### config.mk
export PLATFORM = sky130hd
export DESIGN_NAME = nucleotide_mismatch_window_search_unit
export DESIGN_NICKNAME = d
export VERILOG_FILES = /design/src/rtl/core/nmws_pkg.sv /design/src/rtl/core/nucleotide_mismatch_window_search_unit.sv /design/src/rtl/core/nmws_front.sv /design/src/rtl/core/nmws_queue.sv /design/src/rtl/core/nmws_back.sv
export SDC_FILE = /design/constraint.sdc
export NUM_CORES = 2
export LEC_CHECK = 0
export BUFFER_PORTS_ARGS = -buffer_cell sky130_fd_sc_hd__buf_2
export CORE_MARGIN = 3
export CORE_UTILIZATION = 35
export CTS_CLUSTER_DIAMETER = 30
export DETAILED_ROUTE_END_ITERATION = 16
export PLACE_DENSITY_LB_ADDON = 0.15
export SKIP_CTS_REPAIR_TIMING = 1
export SLEW_MARGIN = 40
export SYNTH_ARGS = -nofsm -noshare
export SYNTH_HDL_FRONTEND = slang
export SYNTH_HIERARCHICAL = 1
export SYNTH_SLANG_ARGS = --single-unit
### constraint.sdc
create_clock -name clk -period 14.1 [get_ports clk]
set_input_delay 0.705 -clock clk [delete_from_list [all_inputs] [get_ports clk]]
set_output_delay 0.705 -clock clk [all_outputs]
set_load 0.1 [all_outputs]
### src/rtl/core/nmws_pkg.sv
// Shared types, constants and a helper function of the mismatch window search unit.
package nmws_pkg;

    localparam int MAX_PATTERN_LEN = 32;
    localparam int PATTERN_SLOTS   = 2;
    localparam int NIBBLE_BITS     = 4;
    localparam int LEN_W           = 6;
    localparam int NIB_IDX_W       = $clog2(MAX_PATTERN_LEN);
    localparam int POS_W           = 32;
    localparam int CFG_DATA_W      = 64;
    localparam int CFG_IDX_W       = 3;
    localparam int USE_W           = 2;
    localparam int GROUP_NIBS      = 4;
    localparam int GROUPS          = MAX_PATTERN_LEN / GROUP_NIBS;
    localparam int PSUM_W          = $clog2(GROUP_NIBS * NIBBLE_BITS + 1);
    localparam int MATCH_W         = $clog2(MAX_PATTERN_LEN * NIBBLE_BITS + 1);
    localparam int POP_W           = $clog2(NIBBLE_BITS + 1);
    localparam int QUEUE_DEPTH     = 4;
    localparam int QPTR_W          = $clog2(QUEUE_DEPTH);
    localparam int QCNT_W          = $clog2(QUEUE_DEPTH + 1);

    // Configuration register indexes.
    localparam logic [CFG_IDX_W-1:0] REG_PATTERN_LENGTH = 3'd0;
    localparam logic [CFG_IDX_W-1:0] REG_MAX_MISMATCH   = 3'd1;
    localparam logic [CFG_IDX_W-1:0] REG_PATTERNS_USED  = 3'd2;
    localparam logic [CFG_IDX_W-1:0] REG_PATTERN0_LOW   = 3'd3;
    localparam logic [CFG_IDX_W-1:0] REG_PATTERN0_HIGH  = 3'd4;
    localparam logic [CFG_IDX_W-1:0] REG_PATTERN1_LOW   = 3'd5;
    localparam logic [CFG_IDX_W-1:0] REG_PATTERN1_HIGH  = 3'd6;

    // Reset values of the configuration registers.
    localparam logic [LEN_W-1:0] RESET_PATTERN_LENGTH = 6'd20;
    localparam logic [LEN_W-1:0] RESET_MAX_MISMATCH   = 6'd4;
    localparam logic [USE_W-1:0] RESET_PATTERNS_USED  = 2'd1;

    typedef logic [MAX_PATTERN_LEN-1:0][NIBBLE_BITS-1:0] nib_vec_t;

    // One input transaction.
    typedef struct packed {
        logic [NIBBLE_BITS-1:0] nucleotide;
        logic                   new_sequence;
    } in_t;

    // One result transaction.
    typedef struct packed {
        logic [POS_W-1:0] location;
        logic             pattern_index;
        logic [LEN_W-1:0] mismatches;
        logic             last;
    } out_t;

    // Effective configuration as seen by the datapath.
    typedef struct packed {
        logic [LEN_W-1:0]                  len;
        logic [LEN_W-1:0]                  limit;
        logic [PATTERN_SLOTS-1:0]          slot_en;
        logic [PATTERN_SLOTS-1:0][MAX_PATTERN_LEN-1:0][NIBBLE_BITS-1:0] pattern;
    } cfg_t;

    // A full window, aligned so that nibble k faces pattern nibble k.
    typedef struct packed {
        logic [POS_W-1:0] location;
        nib_vec_t         window;
    } entry_t;

    // Number of set bits in one nucleotide code.
    function automatic logic [POP_W-1:0] pop4(input logic [NIBBLE_BITS-1:0] v);
        pop4 = POP_W'(v[0]) + POP_W'(v[1]) + POP_W'(v[2]) + POP_W'(v[3]);
    endfunction

endpackage

### src/rtl/core/nucleotide_mismatch_window_search_unit.sv
// Top level of the nucleotide mismatch window search unit.
//
// Input channel: one nucleotide code per transaction (in_valid / in_stall);
// new_sequence clears the window and the position before the code is taken.
// Once the window holds pattern_length codes, each pattern slot in use is
// compared and every slot within the mismatch limit gives one result
// transaction on the output channel (out_valid / out_stall), slot 0 first,
// with last set on the final result of that input.
// Registers: queue, stage one, current result, output. Throughput: one input
// per cycle unless in_stall is high; the output register sends one result per
// cycle unless out_stall is high, so an input that hits both slots holds the
// result side longer. A four-entry queue between the window front end and the
// compare back end absorbs this and output stalls; in_stall rises when full.
// While the receiver stalls, the current result stays unchanged on out_data.
// Reset clears the window, position and queue and loads the register
// defaults: length 20, limit 4, one slot, all-zero patterns.
// Configuration is written through cfg_wr_en / cfg_index / cfg_data while
// the block is idle; an index past the last register is ignored.
module nucleotide_mismatch_window_search_unit (
    input  logic                                  clk,
    input  logic                                  rst_n,
    input  logic                                  in_valid,
    output logic                                  in_stall,
    input  nmws_pkg::in_t                         in_data,
    output logic                                  out_valid,
    input  logic                                  out_stall,
    output nmws_pkg::out_t                        out_data,
    input  logic                                  cfg_wr_en,
    input  logic [nmws_pkg::CFG_IDX_W-1:0]        cfg_index,
    input  logic [nmws_pkg::CFG_DATA_W-1:0]       cfg_data
);
    import nmws_pkg::*;

    logic [LEN_W-1:0]                           pattern_length_reg;
    logic [LEN_W-1:0]                           max_mismatch_reg;
    logic [USE_W-1:0]                           patterns_used_reg;
    logic [PATTERN_SLOTS-1:0][CFG_DATA_W-1:0]   pat_lo_reg;
    logic [PATTERN_SLOTS-1:0][CFG_DATA_W-1:0]   pat_hi_reg;
    cfg_t                                       cfg;
    logic                                       accept;
    logic                                       push;
    entry_t                                     push_data;
    logic                                       q_full;
    logic                                       q_valid;
    entry_t                                     q_head;
    logic                                       q_pop;

    // Effective configuration: length clamped to 1..32, slot count to 0..2.
    always_comb
    begin
        if (pattern_length_reg == '0)
        begin
            cfg.len = LEN_W'(1);
        end
        else if (pattern_length_reg > LEN_W'(MAX_PATTERN_LEN))
        begin
            cfg.len = LEN_W'(MAX_PATTERN_LEN);
        end
        else
        begin
            cfg.len = pattern_length_reg;
        end
        cfg.limit   = max_mismatch_reg;
        cfg.slot_en = {patterns_used_reg[1], |patterns_used_reg};
        for (int s = 0; s < PATTERN_SLOTS; s++)
        begin
            cfg.pattern[s] = {pat_hi_reg[s], pat_lo_reg[s]};
        end
    end

    // Configuration register file.
    always_ff @(posedge clk or negedge rst_n)
    begin
        if (!rst_n)
        begin
            pattern_length_reg <= RESET_PATTERN_LENGTH;
            max_mismatch_reg   <= RESET_MAX_MISMATCH;
            patterns_used_reg  <= RESET_PATTERNS_USED;
            pat_lo_reg         <= '0;
            pat_hi_reg         <= '0;
        end
        else if (cfg_wr_en)
        begin
            unique case (cfg_index)
                REG_PATTERN_LENGTH: pattern_length_reg <= cfg_data[LEN_W-1:0];
                REG_MAX_MISMATCH:   max_mismatch_reg   <= cfg_data[LEN_W-1:0];
                REG_PATTERNS_USED:  patterns_used_reg  <= cfg_data[USE_W-1:0];
                REG_PATTERN0_LOW:   pat_lo_reg[0]      <= cfg_data;
                REG_PATTERN0_HIGH:  pat_hi_reg[0]      <= cfg_data;
                REG_PATTERN1_LOW:   pat_lo_reg[1]      <= cfg_data;
                REG_PATTERN1_HIGH:  pat_hi_reg[1]      <= cfg_data;
                default:            ;
            endcase
        end
    end

    // Input handshake.
    assign in_stall = q_full;
    assign accept   = in_valid && !in_stall;

    nmws_front u_front (
        .clk       (clk),
        .rst_n     (rst_n),
        .accept    (accept),
        .in_data   (in_data),
        .cfg       (cfg),
        .push      (push),
        .push_data (push_data)
    );

    nmws_queue u_queue (
        .clk        (clk),
        .rst_n      (rst_n),
        .push       (push),
        .push_data  (push_data),
        .pop        (q_pop),
        .full       (q_full),
        .head_valid (q_valid),
        .head_data  (q_head)
    );

    nmws_back u_back (
        .clk       (clk),
        .rst_n     (rst_n),
        .q_valid   (q_valid),
        .q_head    (q_head),
        .cfg       (cfg),
        .q_pop     (q_pop),
        .out_valid (out_valid),
        .out_stall (out_stall),
        .out_data  (out_data)
    );

endmodule

### src/rtl/core/nmws_front.sv
// Front end: sliding window, position tracking and window alignment.
module nmws_front (
    input  logic            clk,
    input  logic            rst_n,
    input  logic            accept,
    input  nmws_pkg::in_t   in_data,
    input  nmws_pkg::cfg_t  cfg,
    output logic            push,
    output nmws_pkg::entry_t push_data
);
    import nmws_pkg::*;

    nib_vec_t              window_reg;
    nib_vec_t              window_next;
    nib_vec_t              win_base;
    logic [POS_W-1:0]      position_reg;
    logic [POS_W-1:0]      position_next;
    logic [POS_W-1:0]      pos_base;
    logic [LEN_W-1:0]      fill_reg;
    logic [LEN_W-1:0]      fill_next;
    logic [LEN_W-1:0]      fill_base;
    logic [MAX_PATTERN_LEN-1:0][LEN_W-1:0] align_idx;

    // A new sequence clears the window before the nucleotide is shifted in.
    always_comb
    begin
        win_base      = in_data.new_sequence ? '0 : window_reg;
        pos_base      = in_data.new_sequence ? '0 : position_reg;
        fill_base     = in_data.new_sequence ? '0 : fill_reg;
        window_next   = {win_base[MAX_PATTERN_LEN-2:0], in_data.nucleotide};
        position_next = pos_base + 1'b1;
        if (fill_base < LEN_W'(MAX_PATTERN_LEN))
        begin
            fill_next = fill_base + 1'b1;
        end
        else
        begin
            fill_next = fill_base;
        end
    end

    // Align the window so that its oldest nucleotide faces pattern nibble 0.
    always_comb
    begin
        for (int k = 0; k < MAX_PATTERN_LEN; k++)
        begin
            align_idx[k] = cfg.len - LEN_W'(k) - 1'b1;
            if (LEN_W'(k) < cfg.len)
            begin
                push_data.window[k] = window_next[align_idx[k][NIB_IDX_W-1:0]];
            end
            else
            begin
                push_data.window[k] = '0;
            end
        end
        push_data.location = position_next - POS_W'(cfg.len);
        push = accept && (fill_next >= cfg.len);
    end

    // Window state registers.
    always_ff @(posedge clk or negedge rst_n)
    begin
        if (!rst_n)
        begin
            window_reg   <= '0;
            position_reg <= '0;
            fill_reg     <= '0;
        end
        else if (accept)
        begin
            window_reg   <= window_next;
            position_reg <= position_next;
            fill_reg     <= fill_next;
        end
    end

endmodule

### src/rtl/core/nmws_queue.sv
// Short queue of aligned windows between the front end and the back end.
module nmws_queue (
    input  logic             clk,
    input  logic             rst_n,
    input  logic             push,
    input  nmws_pkg::entry_t push_data,
    input  logic             pop,
    output logic             full,
    output logic             head_valid,
    output nmws_pkg::entry_t head_data
);
    import nmws_pkg::*;

    entry_t              q_mem_reg [QUEUE_DEPTH];
    logic [QPTR_W-1:0]   wr_ptr_reg;
    logic [QPTR_W-1:0]   rd_ptr_reg;
    logic [QCNT_W-1:0]   count_reg;
    logic [QCNT_W-1:0]   count_next;

    assign full       = (count_reg == QCNT_W'(QUEUE_DEPTH));
    assign head_valid = (count_reg != '0);
    assign head_data  = q_mem_reg[rd_ptr_reg];

    // Occupancy follows pushes and pops.
    always_comb
    begin
        count_next = count_reg;
        if (push && !pop)
        begin
            count_next = count_reg + 1'b1;
        end
        else if (pop && !push)
        begin
            count_next = count_reg - 1'b1;
        end
    end

    // Entry storage.
    always_ff @(posedge clk)
    begin
        if (push)
        begin
            q_mem_reg[wr_ptr_reg] <= push_data;
        end
    end

    // Pointers and count.
    always_ff @(posedge clk or negedge rst_n)
    begin
        if (!rst_n)
        begin
            wr_ptr_reg <= '0;
            rd_ptr_reg <= '0;
            count_reg  <= '0;
        end
        else
        begin
            if (push)
            begin
                wr_ptr_reg <= wr_ptr_reg + 1'b1;
            end
            if (pop)
            begin
                rd_ptr_reg <= rd_ptr_reg + 1'b1;
            end
            count_reg <= count_next;
        end
    end

endmodule

### src/rtl/core/nmws_back.sv
// Back end: popcount compare against the patterns and result sequencing.
module nmws_back (
    input  logic             clk,
    input  logic             rst_n,
    input  logic             q_valid,
    input  nmws_pkg::entry_t q_head,
    input  nmws_pkg::cfg_t   cfg,
    output logic             q_pop,
    output logic             out_valid,
    input  logic             out_stall,
    output nmws_pkg::out_t   out_data
);
    import nmws_pkg::*;

    logic [PATTERN_SLOTS-1:0][GROUPS-1:0][PSUM_W-1:0] psum_new;
    logic [PATTERN_SLOTS-1:0][GROUPS-1:0][PSUM_W-1:0] s1_psum_reg;
    logic                                    s1_valid_reg;
    logic [POS_W-1:0]                        s1_loc_reg;
    logic [PATTERN_SLOTS-1:0][MATCH_W-1:0]   match_sum;
    logic [PATTERN_SLOTS-1:0][LEN_W-1:0]     mm;
    logic [PATTERN_SLOTS-1:0]                hit;

    logic [PATTERN_SLOTS-1:0]                cur_mask_reg;
    logic [PATTERN_SLOTS-1:0]                cur_mask_next;
    logic [PATTERN_SLOTS-1:0]                mask_after;
    logic [PATTERN_SLOTS-1:0]                sel_bit;
    logic [POS_W-1:0]                        cur_loc_reg;
    logic [PATTERN_SLOTS-1:0][LEN_W-1:0]     cur_mm_reg;
    logic                                    sel;
    logic                                    emit;
    logic                                    out_free;
    logic                                    cur_free;
    logic                                    s1_leave;
    logic                                    s1_load;
    logic                                    cur_load;
    logic                                    out_valid_reg;
    out_t                                    out_data_reg;

    // Stage one: per-group popcounts of window AND pattern.
    always_comb
    begin
        for (int s = 0; s < PATTERN_SLOTS; s++)
        begin
            for (int g = 0; g < GROUPS; g++)
            begin
                psum_new[s][g] = '0;
                for (int n = 0; n < GROUP_NIBS; n++)
                begin
                    psum_new[s][g] = psum_new[s][g] + PSUM_W'(pop4(
                        q_head.window[g*GROUP_NIBS+n] & cfg.pattern[s][g*GROUP_NIBS+n]));
                end
            end
        end
    end

    // Stage two: total matches, saturated mismatch count and hit test.
    always_comb
    begin
        for (int s = 0; s < PATTERN_SLOTS; s++)
        begin
            match_sum[s] = '0;
            for (int g = 0; g < GROUPS; g++)
            begin
                match_sum[s] = match_sum[s] + MATCH_W'(s1_psum_reg[s][g]);
            end
            if (match_sum[s] >= MATCH_W'(cfg.len))
            begin
                mm[s] = '0;
            end
            else
            begin
                mm[s] = cfg.len - match_sum[s][LEN_W-1:0];
            end
            hit[s] = cfg.slot_en[s] && (mm[s] <= cfg.limit);
        end
    end

    // Result sequencing: one hit per cycle while the output is not stalled, lowest slot first.
    always_comb
    begin
        out_free = !out_valid_reg || !out_stall;
        emit     = (cur_mask_reg != '0) && out_free;
        sel      = !cur_mask_reg[0];
        sel_bit  = sel ? 2'b10 : 2'b01;
        mask_after = emit ? (cur_mask_reg & ~sel_bit) : cur_mask_reg;
        cur_free = (mask_after == '0);
        s1_leave = s1_valid_reg && ((hit == '0) || cur_free);
        cur_load = s1_leave && (hit != '0);
        s1_load  = q_valid && (!s1_valid_reg || s1_leave);
        cur_mask_next = cur_load ? hit : mask_after;
    end

    assign q_pop     = s1_load;
    assign out_valid = out_valid_reg;
    assign out_data  = out_data_reg;

    // Payload registers.
    always_ff @(posedge clk)
    begin
        if (s1_load)
        begin
            s1_psum_reg <= psum_new;
            s1_loc_reg  <= q_head.location;
        end
        if (cur_load)
        begin
            cur_loc_reg <= s1_loc_reg;
            cur_mm_reg  <= mm;
        end
        if (emit)
        begin
            out_data_reg.location      <= cur_loc_reg;
            out_data_reg.pattern_index <= sel;
            out_data_reg.mismatches    <= cur_mm_reg[sel];
            out_data_reg.last          <= ((cur_mask_reg & ~sel_bit) == '0);
        end
    end

    // Control registers.
    always_ff @(posedge clk or negedge rst_n)
    begin
        if (!rst_n)
        begin
            s1_valid_reg  <= 1'b0;
            cur_mask_reg  <= '0;
            out_valid_reg <= 1'b0;
        end
        else
        begin
            if (s1_load)
            begin
                s1_valid_reg <= 1'b1;
            end
            else if (s1_leave)
            begin
                s1_valid_reg <= 1'b0;
            end
            cur_mask_reg <= cur_mask_next;
            if (emit)
            begin
                out_valid_reg <= 1'b1;
            end
            else if (out_free)
            begin
                out_valid_reg <= 1'b0;
            end
        end
    end

endmodule

==> results.sh <==
export IMPL_use_met3_pct=3.15
export IMPL_critPathLaunchType="flip-flop"
export IMPL_slowest_stage="fa_1"
export IMPL_drive_gt1_share_pct=27.3
export IMPL_cap_violations=0
export IMPL_layout_min_cycle_time_ps=7770
export IMPL_ys_top_cells_by_area="edfxtp_1 (37%), dfrtp_1 (16%), fa_1 (6.6%)"
export IMPL_insertion_delay_ps=930
export IMPL_rsz0062_at_grt="false"
export IMPL_start_util_pct=35.4
export IMPL_finalWirelength_mm=195
export IMPL_place_hpwl_mm=140
export IMPL_fin_nets=5752
export IMPL_synth_area_per_cell_um2=13.7
export IMPL_min_path_type="in -> reg"
export IMPL_syn_nets=5459
export IMPL_syn2layout_area_growth_pct=22.3
export IMPL_cp_common_cell="inv_1"
export IMPL_htree_num_levels=5
export IMPL_drc_errors=0
export IMPL_finalHoldViolCount=0
export IMPL_fin_skew_ps=90.6
export IMPL_first_pass_iters=6
export IMPL_place_gp_congestion=0.868
export IMPL_crit_required_ps=14840
export IMPL_ys_seq_elements=1279
export IMPL_period_share_pct=55.1
export IMPL_core_um2=191000
export IMPL_status="completed"
export IMPL_tns_ps=0
export IMPL_async_reset_ff_share_pct=34.6
export IMPL_grt_pass1_vias=42300
export IMPL_synth_edff_count=836
export IMPL_crit_type="reg -> reg"
export IMPL_groute_usage_overall_pct=19.7
export IMPL_worst_path_max_fanout=53
export IMPL_drt_initial_drc_count=2540
export IMPL_synthTopCellsByCount="edfxtp_1 (836), dfrtp_1 (439), inv_1 (367), mux2_2 (359), mux2i_1 (347)"
export IMPL_design_portCount=119
export IMPL_ys_warn_count=6
export IMPL_cts_buffer_depth=4
export IMPL_via_per_inst=5.16
export IMPL_yosys_area_top_type="edfxtp_1"
export IMPL_worst_ep_arrival_time_ps=8500
export IMPL_numCtsBuffers=337
export IMPL_drv_slew=0
export IMPL_cts_tree="built"
export IMPL_post_synth_num_cell_types=88
export IMPL_clk_pin_slew_ps=50
export IMPL_r2r_cells=28
export IMPL_rows=160
export IMPL_port_buffers=118
export IMPL_slowest_delay_ps=590
export IMPL_gr_total_overflow=0
export IMPL_ant_nets=0
export IMPL_ys_seq_area_share_pct=53.4
export IMPL_grtUsageMet2_pct=30.8
export IMPL_setup_viol=0
export IMPL_use_met1_pct=28.0
export IMPL_fp_dieH_um=446
export IMPL_wl_per_cell_um=24.3
export IMPL_synth_most_common_cell="edfxtp_1"
export IMPL_worst_pin_slew_ps=862
export IMPL_cts_root_buf="clkbuf_16"
export IMPL_antenna_found_initial=18
export IMPL_fmax_ghz=0.129
export IMPL_grt_max_degree=185
export IMPL_maxSlewHeadroom_pct=42.2
export IMPL_yosysTopAreaCellShare_pct=37.0
export IMPL_synthCells=4959
export IMPL_min_path_cells=2
export IMPL_synth_flop_cell="edfxtp_1"
export IMPL_dieWidth_um=446
export IMPL_nFillCells=17400
export IMPL_largest_reg_flops=640
export IMPL_cts_sinks=1279
export IMPL_vias=41400
export IMPL_globalRoute_busiestLayer="met2"
export IMPL_dieArea_um2=199000
export IMPL_endpoint_kind="flip-flop"
export IMPL_syn_cell_area_um2=67800
export IMPL_grt_pass1_wl_mm=288
[final timing paths]
check | from | endpoint | slack, ps
setup / recovery | u_back/s1_psum_reg[18] | u_queue/count_reg[1] | 6330
hold / removal | cfg_data[11] | cfg[75] | 90
setup reg to reg | u_back/s1_psum_reg[18] | u_queue/count_reg[1] | 6330
hold reg to reg | u_back/s1_loc_reg[26] | u_back/cur_loc_reg[26] | 410
max in group asynchronous | rst_n | pattern_length_reg[4] | 11730
min in group asynchronous | rst_n | u_front/window_reg[72] | 380
[layout make-up]
cell class | instances | area (um2) | area share [%]
Antenna cell | 5 | 12.5 | 0.0151
Clock buffer | 407 | 9110 | 11.0
Clock inverter | 191 | 2250 | 2.71
Inverter | 371 | 1400 | 1.68
Multi-Input combinational cell | 3060 | 29400 | 35.4
Sequential cell | 1279 | 36200 | 43.6
Tap cell | 2511 | 3140 | 3.79
Timing Repair Buffer | 203 | 1450 | 1.75
[routing by layer]
metal | share of wire [%] | up-vias | wire [um]
li1 | - | 18800 | -
met1 | 47 | 21400 | 91700
met2 | 46 | 985 | 90300
met3 | 4.3 | 286 | 8330
met4 | 2.5 | 0 | 4830
met5 | 0 | - | 0
[critical path, delay by kind of cell, from the launching register on]
| kind | cells | cell delay, ps |
|---|---|---|
| adders and majority gates | 9 | 3710 |
| AOI/OAI and AO/OA | 5 | 1060 |
| muxes | 1 | 260 |
| and+or+nand+nor | 5 | 1190 |
| buffers and inverters | 7 | 890 |
| xor gates and xnor gates | 1 | 140 |
| DFF | 1 | 310 |
[stage by stage]
step           cell area, um2  setup WS (ps)  utilization [%]  hold WS [ps]  std cells
5_1_grt                 83000           5790             43.4          49.5       8023
6_report                83000           6330             43.4          88.2       8027
3_3_place_gp            71200           6110             37.2           400       7416
3_5_place_dp            71500           6280             37.3           405       7420
2_1_floorplan           67800            968                -           400       4959
4_1_cts                 82800           6240             43.3          -293       8018
[layout by cell type, fill, tap and decap left out, drive strengths merged, types with 23 or more instances in the layout]
master / instances
nand3: 23
nor3: 130
a21o: 28
and2: 146
clkbuf: 408
xor2: 39
fa: 223
mux4: 182
ha: 200
a21oi: 214
bufinv: 43
edfxtp: 836
clkinv: 99
a211oi: 71
mux2i: 347
o21ai: 51
inv: 391
o22ai: 38
nor2b: 169
a31o: 119
nor2: 236
mux2: 359
nand2: 219
clkinvlp: 29
xnor2: 87
dfrtp: 439
buf: 201
[cell families after synthesis]
logic type | after synthesis | share of synthesized area [%]
flip-flops | 1279 | 53.4
AND/OR/NAND/NOR | 1018 | 7.67
multiplexers | 888 | 17.1
buffers and inverters | 620 | 3.86
AO/OA/AOI/OAI | 605 | 6.08
adder cells (fa/ha/maj) | 423 | 10.3
XOR/XNOR | 126 | 1.64
Power is left out: the tool's default activity adds up to more than one toggle a clock period on the data nets, which glitch-free logic cannot reach.
